### config.mk
export PLATFORM = sky130hd
export DESIGN_NAME = nsc_track
export DESIGN_NICKNAME = d
export VERILOG_FILES = /design/src/rtl/core/nsc_pkg.sv /design/src/rtl/core/nsc_track.sv
export SDC_FILE = /design/constraint.sdc
export NUM_CORES = 1
export LEC_CHECK = 0
export ABC_AREA = 0
export BUFFER_PORTS_ARGS = -buffer_cell sky130_fd_sc_hd__buf_2
export CAP_MARGIN = 10
export CORE_MARGIN = 1
export CORE_UTILIZATION = 35
export DETAILED_ROUTE_END_ITERATION = 6
export GPL_TIMING_DRIVEN = 0
export HOLD_SLACK_MARGIN = 0.05
export PLACE_DENSITY_LB_ADDON = 0.25
export SLEW_MARGIN = 10
export SYNTH_ARGS = -nofsm -noshare
export SYNTH_HDL_FRONTEND = slang
export SYNTH_SLANG_ARGS = --single-unit
### constraint.sdc
create_clock -name clk -period 2.45 [get_ports clk]
set_input_delay 0.245 -clock clk [delete_from_list [all_inputs] [get_ports clk]]
set_output_delay 0.245 -clock clk [all_outputs]
set_load 0.02 [all_outputs]
### src/rtl/core/nsc_pkg.sv
// nsc_pkg: types, codes and constants of the sentence checker
// used by nsc_track, nsc_verdict and nmea_sentence_checker; no dependencies
package nsc_pkg;

  localparam logic [7:0] MAX_SENTENCE = 8'd128;
  localparam logic [5:0] MAX_FIELDS   = 6'd32;
  localparam logic [5:0] COUNT_MAX    = 6'd63;
  localparam logic [2:0] TAG_LEN      = 3'd6;

  localparam logic [7:0] CHAR_CR     = 8'h0d;
  localparam logic [7:0] CHAR_LF     = 8'h0a;
  localparam logic [7:0] CHAR_NUL    = 8'h00;
  localparam logic [7:0] CHAR_STAR   = 8'h2a;
  localparam logic [7:0] CHAR_COMMA  = 8'h2c;
  localparam logic [7:0] CHAR_DOLLAR = 8'h24;

  typedef enum logic [2:0] {
    ST_OK          = 3'd0,
    ST_MISMATCH    = 3'd1,
    ST_MALFORMED   = 3'd2,
    ST_OVERFLOW    = 3'd3,
    ST_FEW_FIELDS  = 3'd4,
    ST_UNKNOWN_TAG = 3'd5,
    ST_TOO_LONG    = 3'd6
  } status_t;

  typedef enum logic [2:0] {
    MT_NONE = 3'd0,
    MT_GGA  = 3'd1,
    MT_GLL  = 3'd2,
    MT_GSA  = 3'd3,
    MT_GSV  = 3'd4,
    MT_RMC  = 3'd5,
    MT_VTG  = 3'd6,
    MT_ZDA  = 3'd7
  } msg_type_t;

  typedef enum logic [1:0] {
    TK_GP    = 2'd0,
    TK_GL    = 2'd1,
    TK_BD    = 2'd2,
    TK_OTHER = 2'd3
  } talker_t;

  // sentence state as seen by the verdict logic on the closing word
  typedef struct packed {
    logic             finish;
    logic             too_long;
    logic [5:0]       star_count;
    logic [5:0]       comma_count;
    logic [7:0]       running_xor;
    logic [5:0][7:0]  tag_chars;
    logic [2:0]       tag_length;
    logic [1:0][7:0]  hex_digits;
    logic [1:0]       hex_length;
  } sent_state_t;

  typedef struct packed {
    logic [7:0] computed_checksum;
    logic [5:0] field_count;
    talker_t    talker;
    msg_type_t  msg_type;
    status_t    status;
  } verdict_t;

  function automatic logic [3:0] min_fields(msg_type_t mt);
    logic [3:0] need;
    case (mt)
      MT_GGA:  need = 4'd13;
      MT_GLL:  need = 4'd8;
      MT_GSA:  need = 4'd7;
      MT_GSV:  need = 4'd8;
      MT_RMC:  need = 4'd11;
      MT_VTG:  need = 4'd5;
      MT_ZDA:  need = 4'd7;
      default: need = 4'd0;
    endcase
    return need;
  endfunction

endpackage

### src/rtl/core/nsc_track.sv
// nsc_track: per-word sentence state (counts, xor, tag and checksum token)
// depends on nsc_pkg
module nsc_track (
  input  logic                clk,
  input  logic                rst_n,
  input  logic                step,
  input  logic [7:0]          rx_byte,
  output nsc_pkg::sent_state_t snap
);
  import nsc_pkg::*;

  logic [7:0]      byte_count_r, byte_count_nxt;
  logic            prev_cr_r, prev_cr_nxt;
  logic            ended_r, ended_nxt;
  logic [7:0]      xor_r, xor_nxt;
  logic [5:0]      star_r, star_nxt;
  logic [5:0]      comma_r, comma_nxt;
  logic [5:0][7:0] tag_r, tag_nxt;
  logic [2:0]      tag_len_r, tag_len_nxt;
  logic [1:0][7:0] hex_r, hex_nxt;
  logic [1:0]      hex_len_r, hex_len_nxt;
  logic            too_long_r, too_long_nxt;
  logic            finish;

  assign finish = prev_cr_r && (rx_byte == CHAR_LF) && (byte_count_r >= 8'd2);

  always_comb begin
    byte_count_nxt = byte_count_r;
    too_long_nxt   = too_long_r;
    ended_nxt      = ended_r;
    xor_nxt        = xor_r;
    star_nxt       = star_r;
    comma_nxt      = comma_r;
    tag_nxt        = tag_r;
    tag_len_nxt    = tag_len_r;
    hex_nxt        = hex_r;
    hex_len_nxt    = hex_len_r;
    prev_cr_nxt    = (rx_byte == CHAR_CR);

    if (byte_count_r >= MAX_SENTENCE) begin
      too_long_nxt = 1'b1;
    end else begin
      byte_count_nxt = byte_count_r + 8'd1;
    end

    if (!ended_r) begin
      if (rx_byte == CHAR_CR || rx_byte == CHAR_NUL) begin
        ended_nxt = 1'b1;
      end else if (rx_byte == CHAR_STAR) begin
        if (star_r != COUNT_MAX) star_nxt = star_r + 6'd1;
      end else if (star_r == 6'd0) begin
        // the start character stays out of the checksum
        if (byte_count_r != 8'd0) xor_nxt = xor_r ^ rx_byte;
        if (rx_byte == CHAR_COMMA) begin
          if (comma_r != COUNT_MAX) comma_nxt = comma_r + 6'd1;
        end else if (comma_r == 6'd0) begin
          // only the first six tag characters can ever match
          if (tag_len_r < TAG_LEN) tag_nxt[tag_len_r] = rx_byte;
          if (tag_len_r != 3'd7) tag_len_nxt = tag_len_r + 3'd1;
        end
      end else if (star_r == 6'd1) begin
        if (hex_len_r < 2'd2) hex_nxt[hex_len_r[0]] = rx_byte;
        if (hex_len_r != 2'd3) hex_len_nxt = hex_len_r + 2'd1;
      end
    end
  end

  always_ff @(posedge clk) begin
    if (!rst_n) begin
      byte_count_r <= '0;
      prev_cr_r    <= 1'b0;
      ended_r      <= 1'b0;
      xor_r        <= '0;
      star_r       <= '0;
      comma_r      <= '0;
      tag_len_r    <= '0;
      hex_len_r    <= '0;
      too_long_r   <= 1'b0;
    end else if (step) begin
      if (finish) begin
        byte_count_r <= '0;
        prev_cr_r    <= 1'b0;
        ended_r      <= 1'b0;
        xor_r        <= '0;
        star_r       <= '0;
        comma_r      <= '0;
        tag_len_r    <= '0;
        hex_len_r    <= '0;
        too_long_r   <= 1'b0;
      end else begin
        byte_count_r <= byte_count_nxt;
        prev_cr_r    <= prev_cr_nxt;
        ended_r      <= ended_nxt;
        xor_r        <= xor_nxt;
        star_r       <= star_nxt;
        comma_r      <= comma_nxt;
        tag_len_r    <= tag_len_nxt;
        hex_len_r    <= hex_len_nxt;
        too_long_r   <= too_long_nxt;
      end
    end
  end

  // characters are only read once their length count covers them
  always_ff @(posedge clk) begin
    if (step) begin
      tag_r <= tag_nxt;
      hex_r <= hex_nxt;
    end
  end

  // content is already closed by the cr, so only the length flag moves
  always_comb begin
    snap.finish      = finish;
    snap.too_long    = too_long_nxt;
    snap.star_count  = star_r;
    snap.comma_count = comma_r;
    snap.running_xor = xor_r;
    snap.tag_chars   = tag_r;
    snap.tag_length  = tag_len_r;
    snap.hex_digits  = hex_r;
    snap.hex_length  = hex_len_r;
  end

endmodule

# Word-level counts from Yosys, hierarchy flattened
# Cells that the tools add are included.
# totals
register_bits,100
wordCells,125
# classes
addsub,5
magnitude_cmp,8
eq_ne,15
muxes,47
bitwise_logic,6
n_reduce_logical,27
# op_table
operator,n
two-way mux 8 bit,10
two-way mux 6 bit,12
bitwise mux 48 bit,1
demux 8 bit (select 3 bit),1
two-way mux 3 bit,8
AND reduction 7 bit,3
nonzero test 2 bit,10
bitwise mux 16 bit,1
equality test 8 x 4 -> 1 bit (second input constant),2
equality test 8 x 6 -> 1 bit (second input constant),2
AND reduction 8 bit,2
two-way mux 2 bit,7
adder 6 x 1 -> 6 bit (second input constant),2
logical NOT 6 bit,2
!= test 2 bit (second input constant),6
!= test 6 bit (second input constant),2
adder 8 x 1 -> 8 bit (second input constant),1
demux 8 bit (select 1 bit),1
>= comparator 8 x 2 -> 1 bit (second input constant),1
>= comparator 8 bit (second input constant),1
logical NOT 8 bit,1
nonzero test 8 bit,1
bitwise XOR 8 bit,1
equality test 6 x 1 -> 1 bit (second input constant),1
other kinds (17),29

# Logic depth before layout (Yosys ltp)
# Gate-level depths: netlist (run 1).
# depth
ltp_word,9
depth_mapped,8
depth_no_buf,7

# Least setup slack after synthesis (run 1)
# Ideal clock, no wire load.
# synth_timing
path_type,register to register
from,reg star_r[5]
to,"reg tag_r (netlist bit snap[53]), enable pin"
setup_time_ns,0.385
arrival_time_ns,2.416
required_ns,2.065
slack_ns,-0.352
stages_incl_launch_ff,6
path_buffers,0
path_cell_list,dfxtp_1 > or4_1 > a211o_1 > nor3b_1 > nand2b_1 > nor3b_1
# synth_via
elab_chain_len,2
# synth_lines
item,line_no,source
start: declaration,nsc_track.sv:16,"logic [5:0] star_r, star_nxt;"
start signal: assignment,nsc_track.sv:95,star_r <= star_nxt;
logical NOT 6 bit,nsc_track.sv:51,end else if (star_r == 6'd0) begin
AND reduction 8 bit (no line),n/a,
end signal: assignment,nsc_track.sv:107,tag_r <= tag_nxt;
end: declaration,nsc_track.sv:18,"logic [5:0][7:0] tag_r, tag_nxt;"
# Every way passes these cells.
# A chain may end at the register's enable or synchronous reset.

# Worst setup path after layout (run 1)
# layout_timing
from,reg star_r[5]
to,"reg tag_r (netlist bit snap[33]), enable pin"
# Same word-level chain as after synthesis.

==> impl_metrics.json, run 1 <==
{
  "status": "finished clean",
  "netlist_area_um2": 3960,
  "std_cell_rows": 38,
  "slew_violations": 0,
  "crit_path_end_kind": "register",
  "synthTopCellsByArea": "edfxtp_1, dfxtp_1, ha_1",
  "fin_skew_ps": 5.74,
  "wl_um": 9020,
  "numPortBuffers": 99,
  "cp_max_fo": 7,
  "synth_top_area_cell": "edfxtp_1",
  "hold_class": "primary input to register",
  "start_kind": "register",
  "final_cell_mix": "buf_2, edfxtp_1, dfxtp_1",
  "dpl.cell_count": 539,
  "final_common_cell": "buf_2",
  "cts_max_level": 3,
  "drtAntennaViolNets": 0,
  "grt_pass1_vias": 2597,
  "routed_via_density": 4.89,
  "cts_sinks": 100,
  "yosys_most_used_dff": "edfxtp_1",
  "dr.pass1.iters": 5,
  "drive_gt1_share_pct": 35.2,
  "r2r_slack_ps": 100,
  "min_path_cells": 1,
  "synth.avg_cell_area_um2": 13.2,
  "track_usage_pct": 16.0,
  "syn-num-nets": 322,
  "fin_crit_ps": 2350,
  "ys_warn_count": 0,
  "die_h_um": 108,
  "grt_max_degree": 20,
  "final-hold-violation-count": 0,
  "root_buffer": "clkbuf_16",
  "antenna_found_initial": 0,
  "synth_cell_types": 45,
  "finalNetCount": 437,
  "fin_crit_sh_pct": 95.8,
  "grtUsageMet3_pct": 2.71,
  "crit_arrival_ps": 2410,
  "cts_made_buffers": 9,
  "path_clk_slew_ps": 70,
  "die_area_um2": 11700,
  "cts_tree": "yes",
  "holdBufCountCts": 0,
  "vias": 2737,
  "grt_util_met2_pct": 26.1,
  "seq_area_frac_synth_pct": 66.8,
  "rsz0062_at_grt": "no",
  "p_leak_nw": 1.96,
  "worstReg2RegStart": "star_r[5]",
  "power_density_nw_per_um2": 689,
  "hold_slack_ps": 269,
  "synth_top_area_share_pct": 48.6,
  "area_growth_pct": 29.4,
  "clock_path_buffers": 2,
  "min_to": "snap[38]",
  "dpl_cell_area_um2": 4670,
  "place_congestion": 0.768,
  "cp-startpoint": "star_r[5]",
  "r2r-end": "snap[33]",
  "drtIter0Drc": 164,
  "synth-xor-area-share_pct": 4.21,
  "synth_mux_area_share_pct": 0,
  "die_x_um": 108,
  "start_util_pct": 36.2,
  "synth_top_family_by_area": "simple AND/OR/NAND/NOR gates",
  "max_freq_ghz": 0.426,
  "grt_overflow": 0,
  "top_usage_layer": "met2",
  "grt_first_pass_wirelength_um": 13800,
  "ir_worst_vdd_uv": 329,
  "worstSetupPathType": "register to register",
  "antenna_cells": 0,
  "syn_inst": 300,
  "required_ps": 2510,
  "reg2regPathDepth": 6,
  "yosys.area_share.simple_pct": 17.5,
  "slew-limit-headroom_pct": 42.8,
  "fin_cells": 560,
  "async_flop_share_pct": 0,
  "coreArea_um2": 10900,
  "synth_fa_ha_area_share_pct": 3.48,
  "io_pins": 102,
  "dp_hpwl_um": 6140,
  "worstSkewPairLatency_ps": 350,
  "globalRouteMet1Util_pct": 20.3,
  "drcViolationCount": 0,
  "synth_edf_count": 64,
  "synth_compound_area_share_pct": 5.63,
  "fin_area_um2": 5120,
  "worstMarginPinSlew_ps": 849,
  "min_from": "rx_byte[1]",
  "setup_viol_count_final": 0,
  "cap_violations": 0,
  "ys_ff_latch": 100,
  "wl_per_cell_um": 16.1
}
-- registers in the layout, indices dropped and copies added, names as in the netlist, 2 cells and up --
name / flops
star_r: 6
tag_len_r: 3
hex_len_r: 2
byte_count_r: 8
xor_r: 8
comma_r: 6
snap: 64
-- worst max path at each step --
stage / end / cells past startpoint
6_report: snap[33] / 6
5_1_grt: snap[33] / 6
4_1_cts: snap[37] / 5
3_5_place_dp: snap[24] / 5
3_3_place_gp: snap[23] / 5
2_1_floorplan: snap[21] / 5
-- critical path: stages, from the launching register on --
cell and delay, ps:
dfxtp_2 340, or4_4 540, a211o_4 320, nor3b_4 310, nand2b_4 150, nor3b_4 220, buf_6 160
-- routing by layer --
| metal | wire length, um | share of wire, % |
|---|---|---|
| met3 | 591 | 6.5 |
| met1 | 4040 | 45 |
| met5 | 0 | 0 |
| met4 | 196 | 2.2 |
| met2 | 4200 | 47 |
-- logic make-up (layout without fill, tap and decap cells) --
family                   Yosys count  after routing
XOR/XNOR                          19             19
flip-flops                       100            100
adder cells (fa/ha/maj)           11             11
buffers and inverters             22            142
AND/OR/NAND/NOR                  115            115
AO/OA/AOI/OAI                     33             33
-- cell usage after synthesis, types with 2 or more instances --
| cell | count |
|---|---|
| nor4b_2 | 7 |
| a211o_1 | 2 |
| nor3b_1 | 4 |
| nor4b_1 | 3 |
| buf_1 | 2 |
| edfxtp_1 | 64 |
| a31o_1 | 2 |
| clkbuf_1 | 5 |
| or4_1 | 6 |
| inv_1 | 12 |
| nor2_1 | 30 |
| buf_4 | 3 |
| or3_1 | 2 |
| a21oi_1 | 11 |
| ha_1 | 11 |
| nand3_1 | 13 |
| and2_1 | 2 |
| nor3_1 | 8 |
| nor4_1 | 3 |
| and3_1 | 6 |
| a31o_2 | 2 |
| xor2_1 | 4 |
| o31ai_1 | 4 |
| xnor2_1 | 15 |
| nand4_1 | 4 |
| o21ai_0 | 3 |
| nor2b_1 | 2 |
| nand4bb_1 | 2 |
| nand2_1 | 16 |
| a211oi_1 | 2 |
| dfxtp_1 | 36 |
-- final cells by class --
cell class	count	area, um^2
well taps	140	175
flip-flops and latches	100	2640
clock inverters	7	68.8
repair buffers	104	574
fillers	1003	5820
inverters	12	45.0
plain buffers	10	48.8
clock buffers	9	225
multi-input cells	178	1340
-- stage by stage --
step           utilization (%)  TNS (ps)  power, W  worst slack, ps
2_1_floorplan                -      -108   0.00205            -13.5
5_1_grt                   46.8         0   0.00365             13.8
6_report                  46.8         0   0.00353              103
3_5_place_dp              42.7    -10320   0.00215             -291
3_3_place_gp              42.7     -8050   0.00214             -250
4_1_cts                   46.4         0   0.00354             1.44
-- what timing repair did --
action / in CTS / in global routing
cloned: 0 / 0
setup buffers: 4 / 1
endpoints found under the setup margin: 56 / 55
gates resized for setup: 10 / 5
pin swaps: 3 / 7
-- power by group --
part	internal, W	switching (W)	leakage, nW
registers	0.00183	0.0000261	0.873
logic	0.0000973	0.000174	0.939
clock network	0.000716	0.000681	0.144
No activity file was read; power rests on OpenSTA's default activity.
==> inputs of run 2 (changes only) <==
--- a/config.mk
+++ b/config.mk
@@ -8,7 +8,7 @@
 export ABC_AREA = 0
 export BUFFER_PORTS_ARGS = -buffer_cell sky130_fd_sc_hd__buf_2
 export CAP_MARGIN = 10
-export CORE_MARGIN = 1
+export CORE_MARGIN = 3
 export CORE_UTILIZATION = 35
 export DETAILED_ROUTE_END_ITERATION = 6
 export GPL_TIMING_DRIVEN = 0
==> impl_metrics.json, run 2 (synthesis results as in run 1) <==
{
  "status": "finished clean",
  "worstSetupPathType": "register to register",
  "top_layer": "met4",
  "worstSkewPairLatency_ps": 340,
  "hold_class": "primary input to register",
  "power_frac_comb_pct": 7.8,
  "antenna_cells": 0,
  "start_util_pct": 36.2,
  "wl_met3_um": 645,
  "power_w": 0.00350,
  "dp_hpwl_um": 6390,
  "power_density_nw_per_um2": 684,
  "crit_arrival_ps": 2440,
  "regArea_um2": 2650,
  "coreArea_um2": 10900,
  "holdBufCountCts": 0,
  "internal_power_w": 0.00264,
  "cts_tree": "yes",
  "grt_first_pass_wirelength_um": 14700,
  "required_ps": 2510,
  "rsz0062_at_grt": "yes",
  "die_area_um2": 12600,
  "cap_violations": 0,
  "worstMarginPinSlew_ps": 808,
  "wl_um": 9110,
  "std_cell_rows": 38,
  "ir_worst_vdd_uv": 394,
  "numPortBuffers": 99,
  "slew-limit-headroom_pct": 45.5,
  "vias": 2792,
  "finalNetCount": 437,
  "drive_gt1_share_pct": 36.0,
  "path_clk_slew_ps": 70,
  "max_freq_ghz": 0.419,
  "drtAntennaViolNets": 0,
  "fillers": 1007,
  "setup_viol_count_final": 0,
  "slew_violations": 0,
  "drtIter0Drc": 134,
  "p_leak_nw": 1.96,
  "largest_reg_flops": 64,
  "start_kind": "register",
  "crit_path_end_kind": "register",
  "track_usage_pct": 14.8,
  "dr.pass1.iters": 4,
  "drcViolationCount": 0,
  "final_cell_mix": "buf_2, edfxtp_1, dfxtp_1",
  "fin_crit_ps": 2380,
  "root_buffer": "clkbuf_16",
  "clock_path_buffers": 2,
  "post-place-ws_ps": -298,
  "final_common_cell": "buf_2",
  "fin_ws_ps": 65.2,
  "wl_per_cell_um": 16.3,
  "final-hold-violation-count": 0,
  "cp_max_fo": 8,
  "grt_pass1_vias": 2732,
  "routed_via_density": 4.99,
  "pwr-share-clk_pct": 39.1,
  "antenna_found_initial": 0,
  "p_seq_share_pct": 53.1,
  "place_congestion": 0.810,
  "fin_skew_ps": 8.30,
  "grt_max_degree": 20,
  "cts_made_buffers": 9,
  "met2WireLength_um": 4360,
  "area_growth_pct": 29.4,
  "io_pins": 102,
  "cts_max_level": 3,
  "die_x_um": 112,
  "grt_overflow": 0,
  "switching_power_w": 0.000857,
  "cts_sinks": 100,
  "swShare_pct": 24.5,
  "fin_cells": 560,
  "wl_met1_um": 4050,
  "die_h_um": 112,
  "multiInputGateArea_um2": 1340,
  "dpl.cell_count": 539,
  "fin_crit_sh_pct": 97.3
}
## run 2: layout make-up
class | instances | share of cell area (%)
Sequential cell | 100 | 51.7
Multi-Input combinational cell | 178 | 26.1
Timing Repair Buffer | 104 | 11.2
Clock buffer | 9 | 4.40
Tap cell | 140 | 3.42
Clock inverter | 7 | 1.27
Buffer | 10 | 0.954
Inverter | 12 | 0.880
## run 2: metal layers
| layer | global-route usage, % | vias to the layer above |
|---|---|---|
| li1 | - | 1343 |
| met1 | 20.3 | 1339 |
| met2 | 23.6 | 103 |
| met3 | 4.31 | 7 |
| met4 | 3.13 | 0 |
| met5 | 0 | - |
## run 2: worst max-delay path: stages, from the launching register on
cell,delay [ps]
dfxtp_2,340
or4_4,550
a211o_4,370
nor3b_4,310
nand2b_4,150
nor3b_4,240
buf_12,150
## run 2: power groups by stage
stage	logic, W	registers, W	clock network (W)
3_3_place_gp	0.000248	0.00190	0
2_1_floorplan	0.000109	0.00194	0
4_1_cts	0.000269	0.00186	0.00140
5_1_grt	0.000299	0.00187	0.00148
3_5_place_dp	0.000250	0.00190	0
6_report	0.000271	0.00186	0.00137
## run 2: through the flow
stage | setup TNS, ps | hold WS [ps] | util (%) | instance area [um^2]
global placement | -8950 | 452 | 42.7 | 4670
detailed placement | -9850 | 447 | 42.7 | 4670
CTS | 0 | 270 | 46.4 | 5070
finish | 0 | 282 | 46.8 | 5120
floorplan | -108 | 344 | - | 4000
global route | -563 | 267 | 46.8 | 5120
## run 2: worst paths after layout
kind / from / end / slack (ps) / cells past startpoint
setup / recovery: star_r[5] / snap[32] / 70 / 6
hold / removal: rx_byte[1] / snap[38] / 280 / 1
hold reg to reg: too_long_r / too_long_r / 480 / 2
setup reg to reg: star_r[5] / snap[32] / 70 / 6
## run 2: what timing repair did
| item | in CTS | in global routing |
|---|---|---|
| pin swaps | 3 | 4 |
| gates resized for setup | 10 | 7 |
| setup endpoints to repair | 56 | 49 |
| endpoints found under the hold margin | 0 | 0 |
| setup buffers | 4 | 1 |
==> inputs of run 3 (changes only) <==
--- a/config.mk
+++ b/config.mk
@@ -8,12 +8,16 @@
 export ABC_AREA = 0
 export BUFFER_PORTS_ARGS = -buffer_cell sky130_fd_sc_hd__buf_2
 export CAP_MARGIN = 10
+export CELL_PAD_IN_SITES_DETAIL_PLACEMENT = 2
+export CELL_PAD_IN_SITES_GLOBAL_PLACEMENT = 2
 export CORE_MARGIN = 3
-export CORE_UTILIZATION = 35
+export CORE_UTILIZATION = 31
+export CTS_CLUSTER_SIZE = 16
 export DETAILED_ROUTE_END_ITERATION = 6
 export GPL_TIMING_DRIVEN = 0
 export HOLD_SLACK_MARGIN = 0.05
 export PLACE_DENSITY_LB_ADDON = 0.25
+export SETUP_SLACK_MARGIN = 0.2
 export SLEW_MARGIN = 10
 export SYNTH_ARGS = -nofsm -noshare
 export SYNTH_HDL_FRONTEND = slang
==> impl_metrics.json, run 3 (synthesis results as in run 1) <==
{
  "status": "finished clean",
  "dpl_cell_area_um2": 4740,
  "grt_overflow": 0,
  "grt_util_met2_pct": 31.5,
  "die_h_um": 119,
  "cts_tree": "yes",
  "slowest_stage": "or4_4",
  "crit_cells": 6,
  "switching_power_w": 0.000858,
  "power_density_nw_per_um2": 672,
  "r2r_slack_ps": 100,
  "fin_crit_ps": 2350,
  "largest_reg_flops": 64,
  "cp-startpoint": "star_r[5]",
  "critPathCapture": "snap[30]",
  "coreArea_um2": 12300,
  "root_buffer": "clkbuf_16",
  "routed_via_density": 4.88,
  "cts_made_buffers": 9,
  "wl_per_cell_um": 20.8,
  "die_x_um": 119,
  "grt_max_degree": 17,
  "required_ps": 2520,
  "hold_class": "primary input to register",
  "io_pins": 102,
  "dpl.cell_count": 567,
  "drtAntennaViolNets": 0,
  "antenna_cells": 0,
  "fin_skew_ps": 5.21,
  "area_growth_pct": 35.3,
  "max_freq_ghz": 0.426,
  "fin_area_um2": 5350,
  "dp_hpwl_um": 8760,
  "holdBufCountCts": 0,
  "grt_first_pass_wirelength_um": 19000,
  "rsz0062_at_grt": "yes",
  "crit_path_end_kind": "register",
  "cap_violations": 0,
  "cpPeakStageDelay_ps": 540,
  "internal_power_w": 0.00273,
  "worstSetupPathType": "register to register",
  "p_leak_nw": 2.02,
  "start_util_pct": 32.3,
  "place_congestion": 0.762,
  "p_seq_share_pct": 51.9,
  "r2r-end": "snap[30]",
  "drtIter0Drc": 121,
  "crit_arrival_ps": 2410,
  "cpLargestDelayFamily": "simple AND/OR/NAND/NOR gates",
  "slew-limit-headroom_pct": 52.1,
  "top_usage_layer": "met2",
  "pwr-share-clk_pct": 39.6,
  "fin_crit_sh_pct": 95.7,
  "slew_violations": 0,
  "path_clk_slew_ps": 70,
  "final_cell_mix": "buf_2, edfxtp_1, dfxtp_1",
  "globalRouteMet1Util_pct": 21.2,
  "clock_path_buffers": 2,
  "power_frac_comb_pct": 8.5,
  "ir_worst_vdd_uv": 318,
  "drcViolationCount": 0,
  "cts_sinks": 100,
  "drive_gt1_share_pct": 40.4,
  "hold_slack_ps": 282,
  "die_area_um2": 14100,
  "grt_pass1_vias": 3137,
  "worstReg2RegStart": "star_r[5]",
  "final-hold-violation-count": 0,
  "numPortBuffers": 99,
  "cp_max_fo": 8,
  "std_cell_rows": 40,
  "vias": 2907,
  "final_common_cell": "buf_2",
  "worstMarginPinSlew_ps": 716,
  "swShare_pct": 23.9,
  "worstSkewPairLatency_ps": 350,
  "grtUsageMet3_pct": 3.47,
  "worst-path-buf-inv": 1,
  "fin_cells": 596,
  "start_kind": "register",
  "track_usage_pct": 17.6,
  "reg2regPathDepth": 6,
  "setup_viol_count_final": 0,
  "dr.pass1.iters": 4,
  "cts_max_level": 3,
  "cp_common_cell": "nor3b_4",
  "wl_um": 12400,
  "finalNetCount": 445,
  "antenna_found_initial": 0,
  "path_cells": "or4_4 -> a211o_4 -> nor3b_4 -> nand2b_4 -> nor3b_4 -> buf_12"
}
## run 3: changes by cell type in the layout (fill, tap and decap cells not counted), sizes merged
| cell | before | now |
|---|---|---|
| clkinvlp | 0 | 1 |
| clkbuf | 14 | 16 |
| inv | 16 | 12 |
| buf | 109 | 117 |
| bufinv | 0 | 1 |
## run 3: how the worst min path moves through the flow
| stage | end | slack [ps] | cells past startpoint | from |
|---|---|---|---|---|
| after floorplan | snap[10] | 340 | 0 | rx_byte[0] |
| after global placement | too_long_r | 450 | 2 | too_long_r |
| after detailed placement | too_long_r | 460 | 2 | too_long_r |
| after CTS | snap[9] | 270 | 1 | rx_byte[7] |
| after global routing | snap[46] | 280 | 1 | rx_byte[1] |
| final | snap[62] | 280 | 1 | rx_byte[1] |
## run 3: worst reg2reg max path: cells and delay by family, from the launching register on
family	cells	cell delay, ps
AND/OR/NAND/NOR	4	1270
flip-flops	1	320
AO/OA/AOI/OAI	1	310
buffers and inverters	1	160
## run 3: repair_timing
item / 4_1_cts / 5_1_grt
setup buffers: 10 / 3
setup endpoints to repair: 68 / 86
gates resized for setup: 12 / 24
pin swaps: 9 / 7
## run 3: per-stage QoR
step | setup TNS (ps) | setup slack, ps | power [W] | utilization [%]
after floorplan | 0 | 160 | 0.00206 | -
after global placement | -2070 | -169 | 0.00216 | 38.7
after detailed placement | -8710 | -175 | 0.00217 | 38.7
after CTS | 0 | 119 | 0.00362 | 42.7
after global routing | -44.4 | -3.74 | 0.00371 | 43.6
final | 0 | 104 | 0.00359 | 43.6
## run 3: cell type report
class / count / area (um^2)
inverter: 12 / 45.0
tap: 168 / 210
fill: 1253 / 6910
sequential: 100 / 2650
clock inverter: 5 / 55.1
clock buffer: 11 / 233
buffer: 10 / 56.3
timing repair buffer: 112 / 679
multi-input combinational: 178 / 1420
## run 3: layer usage
metal  part of all wire [%]  vias to the layer above
li1                       -                     1364
met1                     42                     1452
met2                     53                       73
met3                    3.8                       18
met4                    1.9                        0
met5                      0                        -
## run 3: power groups by stage
stage          Sequential (W)  Clock (W)  Combinational [W]
3_3_place_gp          0.00190          0           0.000259
4_1_cts               0.00186    0.00146           0.000293
5_1_grt               0.00187    0.00151           0.000331
6_report              0.00186    0.00142           0.000306
2_1_floorplan         0.00194          0           0.000115
3_5_place_dp          0.00190          0           0.000270
